--- src/rtl/ammc_pkg.sv ---
// Shared types, constants and helper functions of the air mouse motion conditioner.
package ammc_pkg;

  // Field widths
  localparam int LEVEL_W    = 3;
  localparam int TIME_W     = 32;
  localparam int DEB_W      = 8;
  localparam int DZ_W       = 15;
  localparam int SAMPLE_W   = 16;
  localparam int STICK_W    = 12;
  localparam int MOVE_W     = 8;
  localparam int SCROLL_W   = 4;
  localparam int FILT_W     = 24;
  localparam int CFG_IDX_W  = 2;
  localparam int CFG_DATA_W = 15;

  // Default number of sensitivity levels
  localparam int LEVELS_DEF = 5;
  localparam logic [LEVEL_W-1:0] LEVEL_RST = 3'd3;

  // Register reset values
  localparam logic [DEB_W-1:0] DEBOUNCE_RST  = 8'd10;
  localparam logic [DZ_W-1:0]  YAW_DZ_RST    = 15'd30;
  localparam logic [DZ_W-1:0]  ACCEL_DZ_RST  = 15'd600;

  // Register indexes on the configuration port
  typedef enum logic [CFG_IDX_W-1:0] {
    CFG_DEBOUNCE = 2'd0,
    CFG_YAW_DZ   = 2'd1,
    CFG_ACCEL_DZ = 2'd2
  } cfg_idx_e;

  // Button slots
  localparam int NUM_BTN    = 4;
  localparam int BTN_LEFT   = 0;
  localparam int BTN_RIGHT  = 1;
  localparam int BTN_ENABLE = 2;
  localparam int BTN_MODE   = 3;

  // Scaling divisors
  localparam int YAW_DIV   = 5;
  localparam int ACCEL_DIV = 175;

  // Low-pass filter weights in Q8: X keeps half, Y takes 154/256 of the new value
  localparam int FILT_X_IN_SH   = 7;
  localparam int FILT_X_KEEP_SH = 1;
  localparam int FILT_Y_IN      = 154;
  localparam int FILT_Y_KEEP    = 102;
  localparam int Q_SH           = 8;

  localparam int MOVE_LIM = 127;

  // Joystick scroll mapping
  localparam int SCROLL_LOW   = 1830;
  localparam int SCROLL_HIGH  = 1850;
  localparam int STICK_MAX    = 4095;
  localparam int SCROLL_STEPS = 5;

  // Information that travels with one tick through the pipeline
  typedef struct packed {
    logic                       normal;
    logic                       en_held;
    logic                       click_l;
    logic                       click_r;
    logic                       scroll_v;
    logic signed [SCROLL_W-1:0] scroll;
    logic                       tuning;
    logic [LEVEL_W-1:0]         level;
  } tick_info_t;

  // Wheel steps for a joystick reading; readings giving fewer than two steps map to zero.
  // Each threshold is the smallest reading at which the truncated quotient reaches k.
  function automatic logic signed [SCROLL_W-1:0] scroll_of(input logic [STICK_W-1:0] stick);
    int lo_cnt;
    int hi_cnt;
    int s;
    lo_cnt = 0;
    hi_cnt = 0;
    for (int k = 1; k < SCROLL_STEPS; k++) begin
      if (int'(stick) >= (SCROLL_LOW * k + SCROLL_STEPS - 1) / SCROLL_STEPS) begin
        lo_cnt = lo_cnt + 1;
      end
    end
    for (int k = 1; k <= SCROLL_STEPS; k++) begin
      if (int'(stick) >= SCROLL_HIGH +
          ((STICK_MAX - SCROLL_HIGH) * k + SCROLL_STEPS - 1) / SCROLL_STEPS) begin
        hi_cnt = hi_cnt + 1;
      end
    end
    if (int'(stick) < SCROLL_LOW) begin
      s = SCROLL_STEPS - lo_cnt;
    end else begin
      s = -hi_cnt;
    end
    if (s > 1 || s < -1) begin
      return SCROLL_W'(s);
    end
    return '0;
  endfunction

endpackage

--- src/rtl/air_mouse_motion_conditioner_top.sv ---
// Air mouse motion conditioner: debounce, tuning mode, motion scaling and filtering, scroll.
//
// One polling tick is accepted per clock cycle while the pipeline is not held; its result
// passes through each stage in turn. The pipeline has an input register,
// a stage that debounces the buttons, updates the mode, level and previous accel sample
// and multiplies by the gain, a stage that divides by 5 and 175 through reciprocal
// multipliers, and a stage holding the low-pass filters, which feeds the result register.
// The whole pipeline holds while a result waits to be taken, so in_ready_o falls only
// then. Configuration registers are read by the debounce and dead-zone logic and must be
// written while no tick is in flight.
module air_mouse_motion_conditioner_top
  import ammc_pkg::*;
#(
  parameter int LEVELS = LEVELS_DEF
) (
  input  logic                         clk_i,
  input  logic                         rst_ni,
  // Configuration
  input  logic                         cfg_we_i,
  input  logic [CFG_IDX_W-1:0]         cfg_idx_i,
  input  logic [CFG_DATA_W-1:0]        cfg_wdata_i,
  // Tick input
  input  logic                         in_valid_i,
  output logic                         in_ready_o,
  input  logic                         link_up_i,
  input  logic [TIME_W-1:0]            now_ms_i,
  input  logic                         left_level_i,
  input  logic                         right_level_i,
  input  logic                         enable_level_i,
  input  logic                         mode_level_i,
  input  logic signed [SAMPLE_W-1:0]   accel_x_i,
  input  logic signed [SAMPLE_W-1:0]   yaw_step_i,
  input  logic [STICK_W-1:0]           stick_y_i,
  // Result output
  output logic                         out_valid_o,
  input  logic                         out_ready_i,
  output logic                         move_valid_o,
  output logic signed [MOVE_W-1:0]     move_x_o,
  output logic signed [MOVE_W-1:0]     move_y_o,
  output logic                         click_left_o,
  output logic                         click_right_o,
  output logic                         scroll_valid_o,
  output logic signed [SCROLL_W-1:0]   scroll_amount_o,
  output logic                         in_tuning_mode_o,
  output logic [LEVEL_W-1:0]           gain_level_o
);

  // The gain covers every level that the level register can hold
  localparam int GAIN_W  = LEVEL_W + 1;
  localparam int LVL_MAX = (LEVELS > int'(LEVEL_RST)) ? LEVELS : int'(LEVEL_RST);
  localparam int MAG_W  = SAMPLE_W + 1;
  localparam int PW     = MAG_W + GAIN_W;
  localparam int MW     = PW + 1;
  localparam int YAW_SH = PW + $clog2(YAW_DIV);
  localparam int ACC_SH = PW + $clog2(ACCEL_DIV);
  localparam logic [MW-1:0] YAW_M = MW'(((64'd1 << YAW_SH) + YAW_DIV - 1) / YAW_DIV);
  localparam logic [MW-1:0] ACC_M = MW'(((64'd1 << ACC_SH) + ACCEL_DIV - 1) / ACCEL_DIV);
  localparam logic signed [SAMPLE_W-1:0] S_MAX = {1'b0, {(SAMPLE_W-1){1'b1}}};
  localparam logic signed [SAMPLE_W-1:0] S_MIN = {1'b1, {(SAMPLE_W-1){1'b0}}};

  // Handshake: every stage moves when the result register is free or being emptied
  logic out_valid_q;
  logic adv;
  assign adv        = !out_valid_q || out_ready_i;
  assign in_ready_o = adv;

  // Configuration registers
  logic [DEB_W-1:0] deb_q;
  logic [DZ_W-1:0]  yaw_dz_q, acc_dz_q;

  always_ff @(posedge clk_i or negedge rst_ni) begin
    if (!rst_ni) begin
      deb_q    <= DEBOUNCE_RST;
      yaw_dz_q <= YAW_DZ_RST;
      acc_dz_q <= ACCEL_DZ_RST;
    end else if (cfg_we_i) begin
      case (cfg_idx_i)
        CFG_DEBOUNCE: deb_q    <= cfg_wdata_i[DEB_W-1:0];
        CFG_YAW_DZ:   yaw_dz_q <= cfg_wdata_i[DZ_W-1:0];
        CFG_ACCEL_DZ: acc_dz_q <= cfg_wdata_i[DZ_W-1:0];
        default: ;
      endcase
    end
  end

  // ---------------------------------------------------------------- input register
  logic                       s0_valid_q;
  logic                       s0_link_q;
  logic [TIME_W-1:0]          s0_now_q;
  logic [NUM_BTN-1:0]         s0_raw_q;
  logic signed [SAMPLE_W-1:0] s0_accel_q, s0_yaw_q;
  logic [STICK_W-1:0]         s0_stick_q;

  always_ff @(posedge clk_i or negedge rst_ni) begin
    if (!rst_ni) begin
      s0_valid_q <= 1'b0;
    end else if (adv) begin
      s0_valid_q <= in_valid_i;
    end
  end

  always_ff @(posedge clk_i) begin
    if (adv && in_valid_i) begin
      s0_link_q  <= link_up_i;
      s0_now_q   <= now_ms_i;
      s0_raw_q   <= {mode_level_i, enable_level_i, right_level_i, left_level_i};
      s0_accel_q <= accel_x_i;
      s0_yaw_q   <= yaw_step_i;
      s0_stick_q <= stick_y_i;
    end
  end

  // ---------------------------------------------------------------- stage 1: state
  logic [TIME_W-1:0]  change_time_q [NUM_BTN];
  logic [TIME_W-1:0]  change_time_d [NUM_BTN];
  logic [NUM_BTN-1:0] last_raw_q, stable_q, stable_d, changed;
  logic               tuning_q, tuning_d;
  logic [LEVEL_W-1:0] level_q, level_d, level_step;
  logic signed [SAMPLE_W-1:0] prev_accel_q, prev_accel_d;
  logic               first_q, first_d;
  logic               lpress, rpress, normal;
  logic signed [SAMPLE_W-1:0] dacc;
  logic [MAG_W-1:0]   yaw_mag, acc_mag;
  logic [GAIN_W-1:0]  gain;
  tick_info_t         info1;
  logic               s1_fire;

  assign s1_fire = adv && s0_valid_q && s0_link_q;

  always_comb begin
    for (int b = 0; b < NUM_BTN; b++) begin
      change_time_d[b] = (s0_raw_q[b] != last_raw_q[b]) ? s0_now_q : change_time_q[b];
      changed[b]  = (TIME_W'(s0_now_q - change_time_d[b]) > TIME_W'(deb_q)) &&
                    (s0_raw_q[b] != stable_q[b]);
      stable_d[b] = changed[b] ? s0_raw_q[b] : stable_q[b];
    end
    lpress = changed[BTN_LEFT] && !s0_raw_q[BTN_LEFT];
    rpress = changed[BTN_RIGHT] && !s0_raw_q[BTN_RIGHT];
    tuning_d = tuning_q ^ (changed[BTN_MODE] && !s0_raw_q[BTN_MODE]);

    // Left steps down before right steps up when both are pressed on the same tick
    level_step = (lpress && level_q > LEVEL_W'(1)) ? level_q - LEVEL_W'(1) : level_q;
    if (rpress && level_step < LEVEL_W'(LEVELS)) begin
      level_step = level_step + LEVEL_W'(1);
    end
    level_d      = tuning_d ? level_step : level_q;
    normal       = !tuning_d && !first_q;
    first_d      = tuning_d ? first_q : 1'b0;
    prev_accel_d = tuning_d ? prev_accel_q : s0_accel_q;

    // Magnitudes in 17 bits so that the most negative sample keeps its size
    dacc    = s0_accel_q - prev_accel_q;
    yaw_mag = s0_yaw_q[SAMPLE_W-1] ? MAG_W'(0) - MAG_W'(s0_yaw_q) : MAG_W'(s0_yaw_q);
    acc_mag = dacc[SAMPLE_W-1] ? MAG_W'(0) - MAG_W'(dacc) : MAG_W'(dacc);
    if (yaw_mag < MAG_W'(yaw_dz_q)) begin
      yaw_mag = '0;
    end
    if (acc_mag < MAG_W'(acc_dz_q)) begin
      acc_mag = '0;
    end
    gain = GAIN_W'({level_q, 1'b0} - (LEVEL_W + 1)'(1));

    info1.normal   = s0_link_q && normal;
    info1.en_held  = !stable_d[BTN_ENABLE];
    info1.click_l  = lpress;
    info1.click_r  = rpress;
    info1.scroll   = scroll_of(s0_stick_q);
    info1.scroll_v = info1.scroll != '0;
    info1.tuning   = s0_link_q ? tuning_d : tuning_q;
    info1.level    = s0_link_q ? level_d : level_q;
  end

  always_ff @(posedge clk_i or negedge rst_ni) begin
    if (!rst_ni) begin
      for (int b = 0; b < NUM_BTN; b++) begin
        change_time_q[b] <= '0;
      end
      last_raw_q   <= '1;
      stable_q     <= '1;
      tuning_q     <= 1'b0;
      level_q      <= LEVEL_RST;
      prev_accel_q <= '0;
      first_q      <= 1'b1;
    end else if (s1_fire) begin
      for (int b = 0; b < NUM_BTN; b++) begin
        change_time_q[b] <= change_time_d[b];
      end
      last_raw_q   <= s0_raw_q;
      stable_q     <= stable_d;
      tuning_q     <= tuning_d;
      level_q      <= level_d;
      prev_accel_q <= prev_accel_d;
      first_q      <= first_d;
    end
  end

  logic             s1_valid_q;
  tick_info_t       s1_info_q;
  logic [PW-1:0]    s1_yaw_p_q, s1_acc_p_q;
  logic             s1_mx_neg_q, s1_my_neg_q;

  always_ff @(posedge clk_i or negedge rst_ni) begin
    if (!rst_ni) begin
      s1_valid_q <= 1'b0;
    end else if (adv) begin
      s1_valid_q <= s0_valid_q;
    end
  end

  // The move opposes the sign of the motion
  always_ff @(posedge clk_i) begin
    if (adv && s0_valid_q) begin
      s1_info_q   <= info1;
      s1_yaw_p_q  <= PW'(yaw_mag) * PW'(gain);
      s1_acc_p_q  <= PW'(acc_mag) * PW'(gain);
      s1_mx_neg_q <= !s0_yaw_q[SAMPLE_W-1];
      s1_my_neg_q <= !dacc[SAMPLE_W-1];
    end
  end

  // ---------------------------------------------------------------- stage 2: divide
  logic [PW+MW-1:0] yaw_prod, acc_prod;
  logic [PW-1:0]    yaw_quo, acc_quo;
  logic signed [SAMPLE_W-1:0] mx, my;

  always_comb begin
    yaw_prod = (PW + MW)'(s1_yaw_p_q) * (PW + MW)'(YAW_M);
    acc_prod = (PW + MW)'(s1_acc_p_q) * (PW + MW)'(ACC_M);
    yaw_quo  = PW'(yaw_prod >> YAW_SH);
    acc_quo  = PW'(acc_prod >> ACC_SH);
    if (s1_mx_neg_q) begin
      mx = (yaw_quo > PW'(S_MAX) + PW'(1)) ? S_MIN : SAMPLE_W'(PW'(0) - yaw_quo);
    end else begin
      mx = (yaw_quo > PW'(S_MAX)) ? S_MAX : SAMPLE_W'(yaw_quo);
    end
    if (s1_my_neg_q) begin
      my = (acc_quo > PW'(S_MAX) + PW'(1)) ? S_MIN : SAMPLE_W'(PW'(0) - acc_quo);
    end else begin
      my = (acc_quo > PW'(S_MAX)) ? S_MAX : SAMPLE_W'(acc_quo);
    end
  end

  logic                       s2_valid_q;
  tick_info_t                 s2_info_q;
  logic signed [SAMPLE_W-1:0] s2_mx_q, s2_my_q;

  always_ff @(posedge clk_i or negedge rst_ni) begin
    if (!rst_ni) begin
      s2_valid_q <= 1'b0;
    end else if (adv) begin
      s2_valid_q <= s1_valid_q;
    end
  end

  always_ff @(posedge clk_i) begin
    if (adv && s1_valid_q) begin
      s2_info_q <= s1_info_q;
      s2_mx_q   <= mx;
      s2_my_q   <= my;
    end
  end

  // ---------------------------------------------------------------- stage 3: filter
  logic signed [FILT_W-1:0]   filt_x_q, filt_y_q, filt_x_d, filt_y_d;
  logic signed [FILT_W+7:0]   fy_keep, fy_in;
  logic signed [FILT_W-1:0]   cx, cy;
  logic signed [MOVE_W-1:0]   ox, oy;
  logic                       mv;

  function automatic logic signed [MOVE_W-1:0] cursor_of(input logic signed [FILT_W-1:0] f);
    logic signed [FILT_W-1:0] t;
    // Division by 256 rounding toward zero
    t = f[FILT_W-1] ? ((f + FILT_W'(255)) >>> Q_SH) : (f >>> Q_SH);
    if (t > FILT_W'(MOVE_LIM)) begin
      return MOVE_W'(MOVE_LIM);
    end
    if (t < -FILT_W'(MOVE_LIM)) begin
      return -MOVE_W'(MOVE_LIM);
    end
    return MOVE_W'(t);
  endfunction

  always_comb begin
    fy_keep  = (FILT_W + 8)'(filt_y_q) * (FILT_W + 8)'(FILT_Y_KEEP);
    fy_in    = (FILT_W + 8)'(s2_my_q) * (FILT_W + 8)'(FILT_Y_IN);
    filt_x_d = (FILT_W'(s2_mx_q) <<< FILT_X_IN_SH) + (filt_x_q >>> FILT_X_KEEP_SH);
    filt_y_d = FILT_W'(fy_in) + FILT_W'(fy_keep >>> Q_SH);
    cx = filt_x_d;
    cy = filt_y_d;
    ox = cursor_of(cx);
    oy = cursor_of(cy);
    mv = s2_info_q.normal && s2_info_q.en_held && (ox != '0 || oy != '0);
  end

  always_ff @(posedge clk_i or negedge rst_ni) begin
    if (!rst_ni) begin
      filt_x_q <= '0;
      filt_y_q <= '0;
    end else if (adv && s2_valid_q && s2_info_q.normal) begin
      filt_x_q <= filt_x_d;
      filt_y_q <= filt_y_d;
    end
  end

  // ---------------------------------------------------------------- result register
  always_ff @(posedge clk_i or negedge rst_ni) begin
    if (!rst_ni) begin
      out_valid_q <= 1'b0;
    end else if (adv) begin
      out_valid_q <= s2_valid_q;
    end
  end

  always_ff @(posedge clk_i) begin
    if (adv && s2_valid_q) begin
      move_valid_o     <= mv;
      move_x_o         <= mv ? ox : '0;
      move_y_o         <= mv ? oy : '0;
      click_left_o     <= s2_info_q.normal && s2_info_q.click_l;
      click_right_o    <= s2_info_q.normal && s2_info_q.click_r;
      scroll_valid_o   <= s2_info_q.normal && s2_info_q.scroll_v;
      scroll_amount_o  <= s2_info_q.normal ? s2_info_q.scroll : '0;
      in_tuning_mode_o <= s2_info_q.tuning;
      gain_level_o     <= s2_info_q.level;
    end
  end

  assign out_valid_o = out_valid_q;

  // ---------------------------------------------------------------- assertions
  a_level_range: assert property (@(posedge clk_i) disable iff (!rst_ni)
    level_q >= LEVEL_W'(1) && level_q <= LEVEL_W'(LVL_MAX))
    else $error("gain level left its range");

  a_no_move_in_tuning: assert property (@(posedge clk_i) disable iff (!rst_ni)
    out_valid_q && move_valid_o |-> !in_tuning_mode_o && (move_x_o != '0 || move_y_o != '0))
    else $error("move issued in tuning mode or with zero motion");

  a_idle_scroll_zero: assert property (@(posedge clk_i) disable iff (!rst_ni)
    out_valid_q && !scroll_valid_o |-> scroll_amount_o == '0)
    else $error("scroll amount set without a scroll beat");

  a_move_clamped: assert property (@(posedge clk_i) disable iff (!rst_ni)
    out_valid_q |-> move_x_o != {1'b1, {(MOVE_W-1){1'b0}}} &&
                    move_y_o != {1'b1, {(MOVE_W-1){1'b0}}})
    else $error("cursor move outside the clamp");

  a_stall_holds_input: assert property (@(posedge clk_i) disable iff (!rst_ni)
    out_valid_q && !out_ready_i |-> !in_ready_o)
    else $error("input taken while the result beat is stalled");

endmodule

--- config.mk ---
export PLATFORM = sky130hd
export DESIGN_NAME = air_mouse_motion_conditioner_top
export DESIGN_NICKNAME = d
export VERILOG_FILES = /design/src/rtl/ammc_pkg.sv /design/src/rtl/air_mouse_motion_conditioner_top.sv
export SDC_FILE = /design/constraint.sdc
export NUM_CORES = 2
export LEC_CHECK = 0
export BUFFER_PORTS_ARGS = -buffer_cell sky130_fd_sc_hd__buf_4
export CAP_MARGIN = 10
export CORE_MARGIN = 5
export CORE_UTILIZATION = 44
export CTS_CLUSTER_SIZE = 8
export DETAILED_ROUTE_END_ITERATION = 8
export GPL_ROUTABILITY_DRIVEN = 1
export PLACE_DENSITY_LB_ADDON = 0.25
export SYNTH_ARGS = -nofsm -noshare
export SYNTH_HDL_FRONTEND = slang
export SYNTH_SLANG_ARGS = --single-unit
--- constraint.sdc ---
create_clock -name clk_i -period 11.8 [get_ports clk_i]
set_input_delay 1.18 -clock clk_i [delete_from_list [all_inputs] [get_ports clk_i]]
set_output_delay 1.18 -clock clk_i [all_outputs]
set_load 0.01 [all_outputs]
==> impl_metrics.toml <==
[routing]
drt_first_iter_violations = 2691
antenna_left = 0
vias = 42410
wl_um = 142400
drc = 0
wl_per_cell_um = 18.32
vias_per_cell = 5.457
drtPass1Iterations = 5

[cells_and_area]
finalNetCount = 7418
fill_cells = 12270
layout-drive-gt1-share_pct = 8.277
syn_to_final_growth_pct = 8.832

[clock_tree]
cts_resized = 0
cts_tree = "yes"
cts.path.max_buffers = 3
insertion_delay_ns = 0.66
h-tree-depth = 3
hold_buffers = 0
cts_sinks = 456
cts-root-buf = "clkbuf_16"
cts_buffers = 68
cts_setup_buffers = 0
path_clk_slew_ns = 0.05

[timing]
fin_crit_sh_pct = 87.13
fin_setup_tns_ns = 0
fmax_mhz = 97.26
max-slew-margin-rel_pct = 23.69
hold_viol = 0
worst_pin_slew_ns = 1.145
fin_worst_skew_ns = 0.05240
rsz0062_at_grt = "false"
timing.final.crit_period_ns = 10.28
slew_viol_final = 0
finalSetupViolations = 0

[worst_setup_path]
cp_slowest_cell = "nor3_1"
cpPeakStageDelay_ns = 0.80
cp.required_ns = 12.16
path_class = "reg2reg"
critPathCaptureType = "register"
critPathArrivalTime_ns = 10.64
path_common_cell = "a21oi_1"
worstSetupStartpointType = "register"
cp_max_fo = 11

[floorplanning]
rows = 132
floorplan.initialDensity_pct = 44.18
die_h_um = 370.1
dieArea_um2 = 137000
core-area_um2 = 129200
num_io_pins = 133
die_x_um = 370.1

[hold_path]
hold_class = "reg2reg"

[yosys]
ys_top_cells_by_count = "961 x inv_1, 824 x ha_1, 516 x fa_1"
synth_seq_area_share_pct = 21.89
syn_area_per_cell_um2 = 9.728
syn_inst = 5866
syn-cell-area_um2 = 57060
synth_area_leader_cell = "fa_1"
synth_top_cell_area_share_pct = 18.10
ys_types = 103
async_reset_ff_share_pct = 53.95
synthMostInstantiatedCell = "inv_1"
synthFlopType = "dfrtp_1"
synthTopCellsByArea = "fa_1 18%, ha_1 18%, edfxtp_1 11%"
ys_ff_latch = 456
yosys_warnings = 0
synth-edff-count = 210

[run]
maxCapViolations = 0

[grt]
grt_max_degree = 73
antenna_found_initial = 4
overflow = 0
grt_pass1_vias = 42740
gr-usage-all-layers_pct = 21.06
grt_first_pass_wirelength_um = 232700

[outcome]
status = "finished, final reports clean"

[place]
gp_congestion = 0.9326
hpwlAfterDp_um = 115700
io_buffers = 132
==> kinds of logic (layout without fill, tap and decap cells) <==
kind of cell / count (synthesis) / after routing / synth area share (%)
mux: 328 / 328 / 6.188
other cells: 2 / 12 / 0.01316
buf+inv: 1099 / 1254 / 7.278
xor+xnor: 274 / 274 / 4.243
simple gates: 1189 / 1189 / 10.65
fa+ha+maj: 1340 / 1340 / 36.17
flops: 456 / 456 / 21.89
compound gates: 1178 / 1178 / 13.58
==> worst max-delay path: cells and delay by family (launching register included) <==
| family | cells | cell delay, ns |
|---|---|---|
| AO/OA/AOI/OAI | 24 | 4.58 |
| AND/OR/NAND/NOR | 8 | 2.10 |
| adder cells (fa/ha/maj) | 5 | 1.95 |
| XOR/XNOR | 2 | 0.48 |
| buffers and inverters | 3 | 0.47 |
| flip-flops | 1 | 0.43 |
==> sequential cells by signal, summed over array words and instances, names as in the netlist, 16 cells and up <==
signal	flops
filt_y_q	24
s1_acc_p_q	21
s0_accel_q	16
s0_yaw_q	16
s0_now_q	32
s2_mx_q	16
filt_x_q	23
prev_accel_q	16
s1_yaw_p_q	21
change_time_q	128
==> area by class of cell <==
cell class | count | area [um^2] | area share (%)
inverters | 964 | 3618 | 5.827
well taps | 1742 | 2180 | 3.510
flip-flops and latches | 456 | 12490 | 20.11
diodes | 2 | 5.005 | 0.008059
clock buffers | 118 | 1941 | 3.125
multi-input cells | 4319 | 40510 | 65.23
repair buffers | 166 | 1254 | 2.019
clock inverters | 6 | 110.1 | 0.1773
==> cells in the final DEF (no fill, tap or decap), types with 17 or more instances in the layout <==
cell type / Yosys / final
inv_1: 961 / 961
ha_1: 824 / 824
fa_1: 516 / 516
a21oi_1: 303 / 303
nand2_1: 267 / 266
nor2_1: 257 / 257
o21ai_0: 241 / 241
dfrtp_1: 225 / 225
edfxtp_1: 210 / 210
xnor2_1: 189 / 187
mux2_2: 174 / 174
buf_4: 2 / 165
mux2i_1: 136 / 136
a21o_1: 132 / 132
nand3_1: 123 / 123
nor3_1: 104 / 104
xor2_1: 83 / 82
clkbuf_16: 0 / 69
o21a_1: 66 / 66
nand2b_1: 60 / 60
and3_1: 60 / 59
nor2b_1: 46 / 46
clkbuf_1: 110 / 46
and2_1: 47 / 43
o21bai_1: 43 / 43
or3_1: 38 / 38
a31oi_1: 37 / 37
nand4_1: 37 / 37
a211oi_1: 36 / 36
o211ai_1: 33 / 33
o31ai_1: 27 / 27
nor4_1: 26 / 26
dfstp_2: 21 / 21
nand3b_1: 20 / 20
o21ai_1: 19 / 19
or4_1: 18 / 18
or2_2: 17 / 17
==> path summary, 6_finish.rpt <==
check,slack [ns],from,endpoint,depth (start not counted)
min in group asynchronous,0.45,rst_ni,s2_valid_q,1
min,0.40,s1_info_q[0],s2_info_q[0],0
min reg2reg,0.40,s1_info_q[0],s2_info_q[0],0
max in group asynchronous,9.93,rst_ni,filt_x_q[17],2
max reg2reg,1.52,s0_accel_q[1],s1_acc_p_q[20],42
max,1.52,s0_accel_q[1],s1_acc_p_q[20],42
==> stage by stage <==
stage	hold WS, ns	cell area (um^2)	setup WS [ns]	utilization (%)	cells
6_report	0.4046	62100	1.519	48.08	7773
3_5_place_dp	0.4080	60050	1.591	46.49	7647
2_1_floorplan	0.4003	57090	2.884	-	5874
4_1_cts	0.4022	62100	1.480	48.08	7771
3_3_place_gp	0.4006	60050	1.732	46.49	7647
5_1_grt	0.4189	62100	0.5567	48.08	7771
==> per-layer routing <==
metal | global-route usage [%] | routed length [um]
met1 | 30.52 | 68910
met2 | 33.58 | 63670
met3 | 3.138 | 6628
met4 | 4.466 | 3146
met5 | 0 | 13
Power is not shown: default switching activity piles up to over one toggle a cycle in this logic, so the estimate is an artifact.
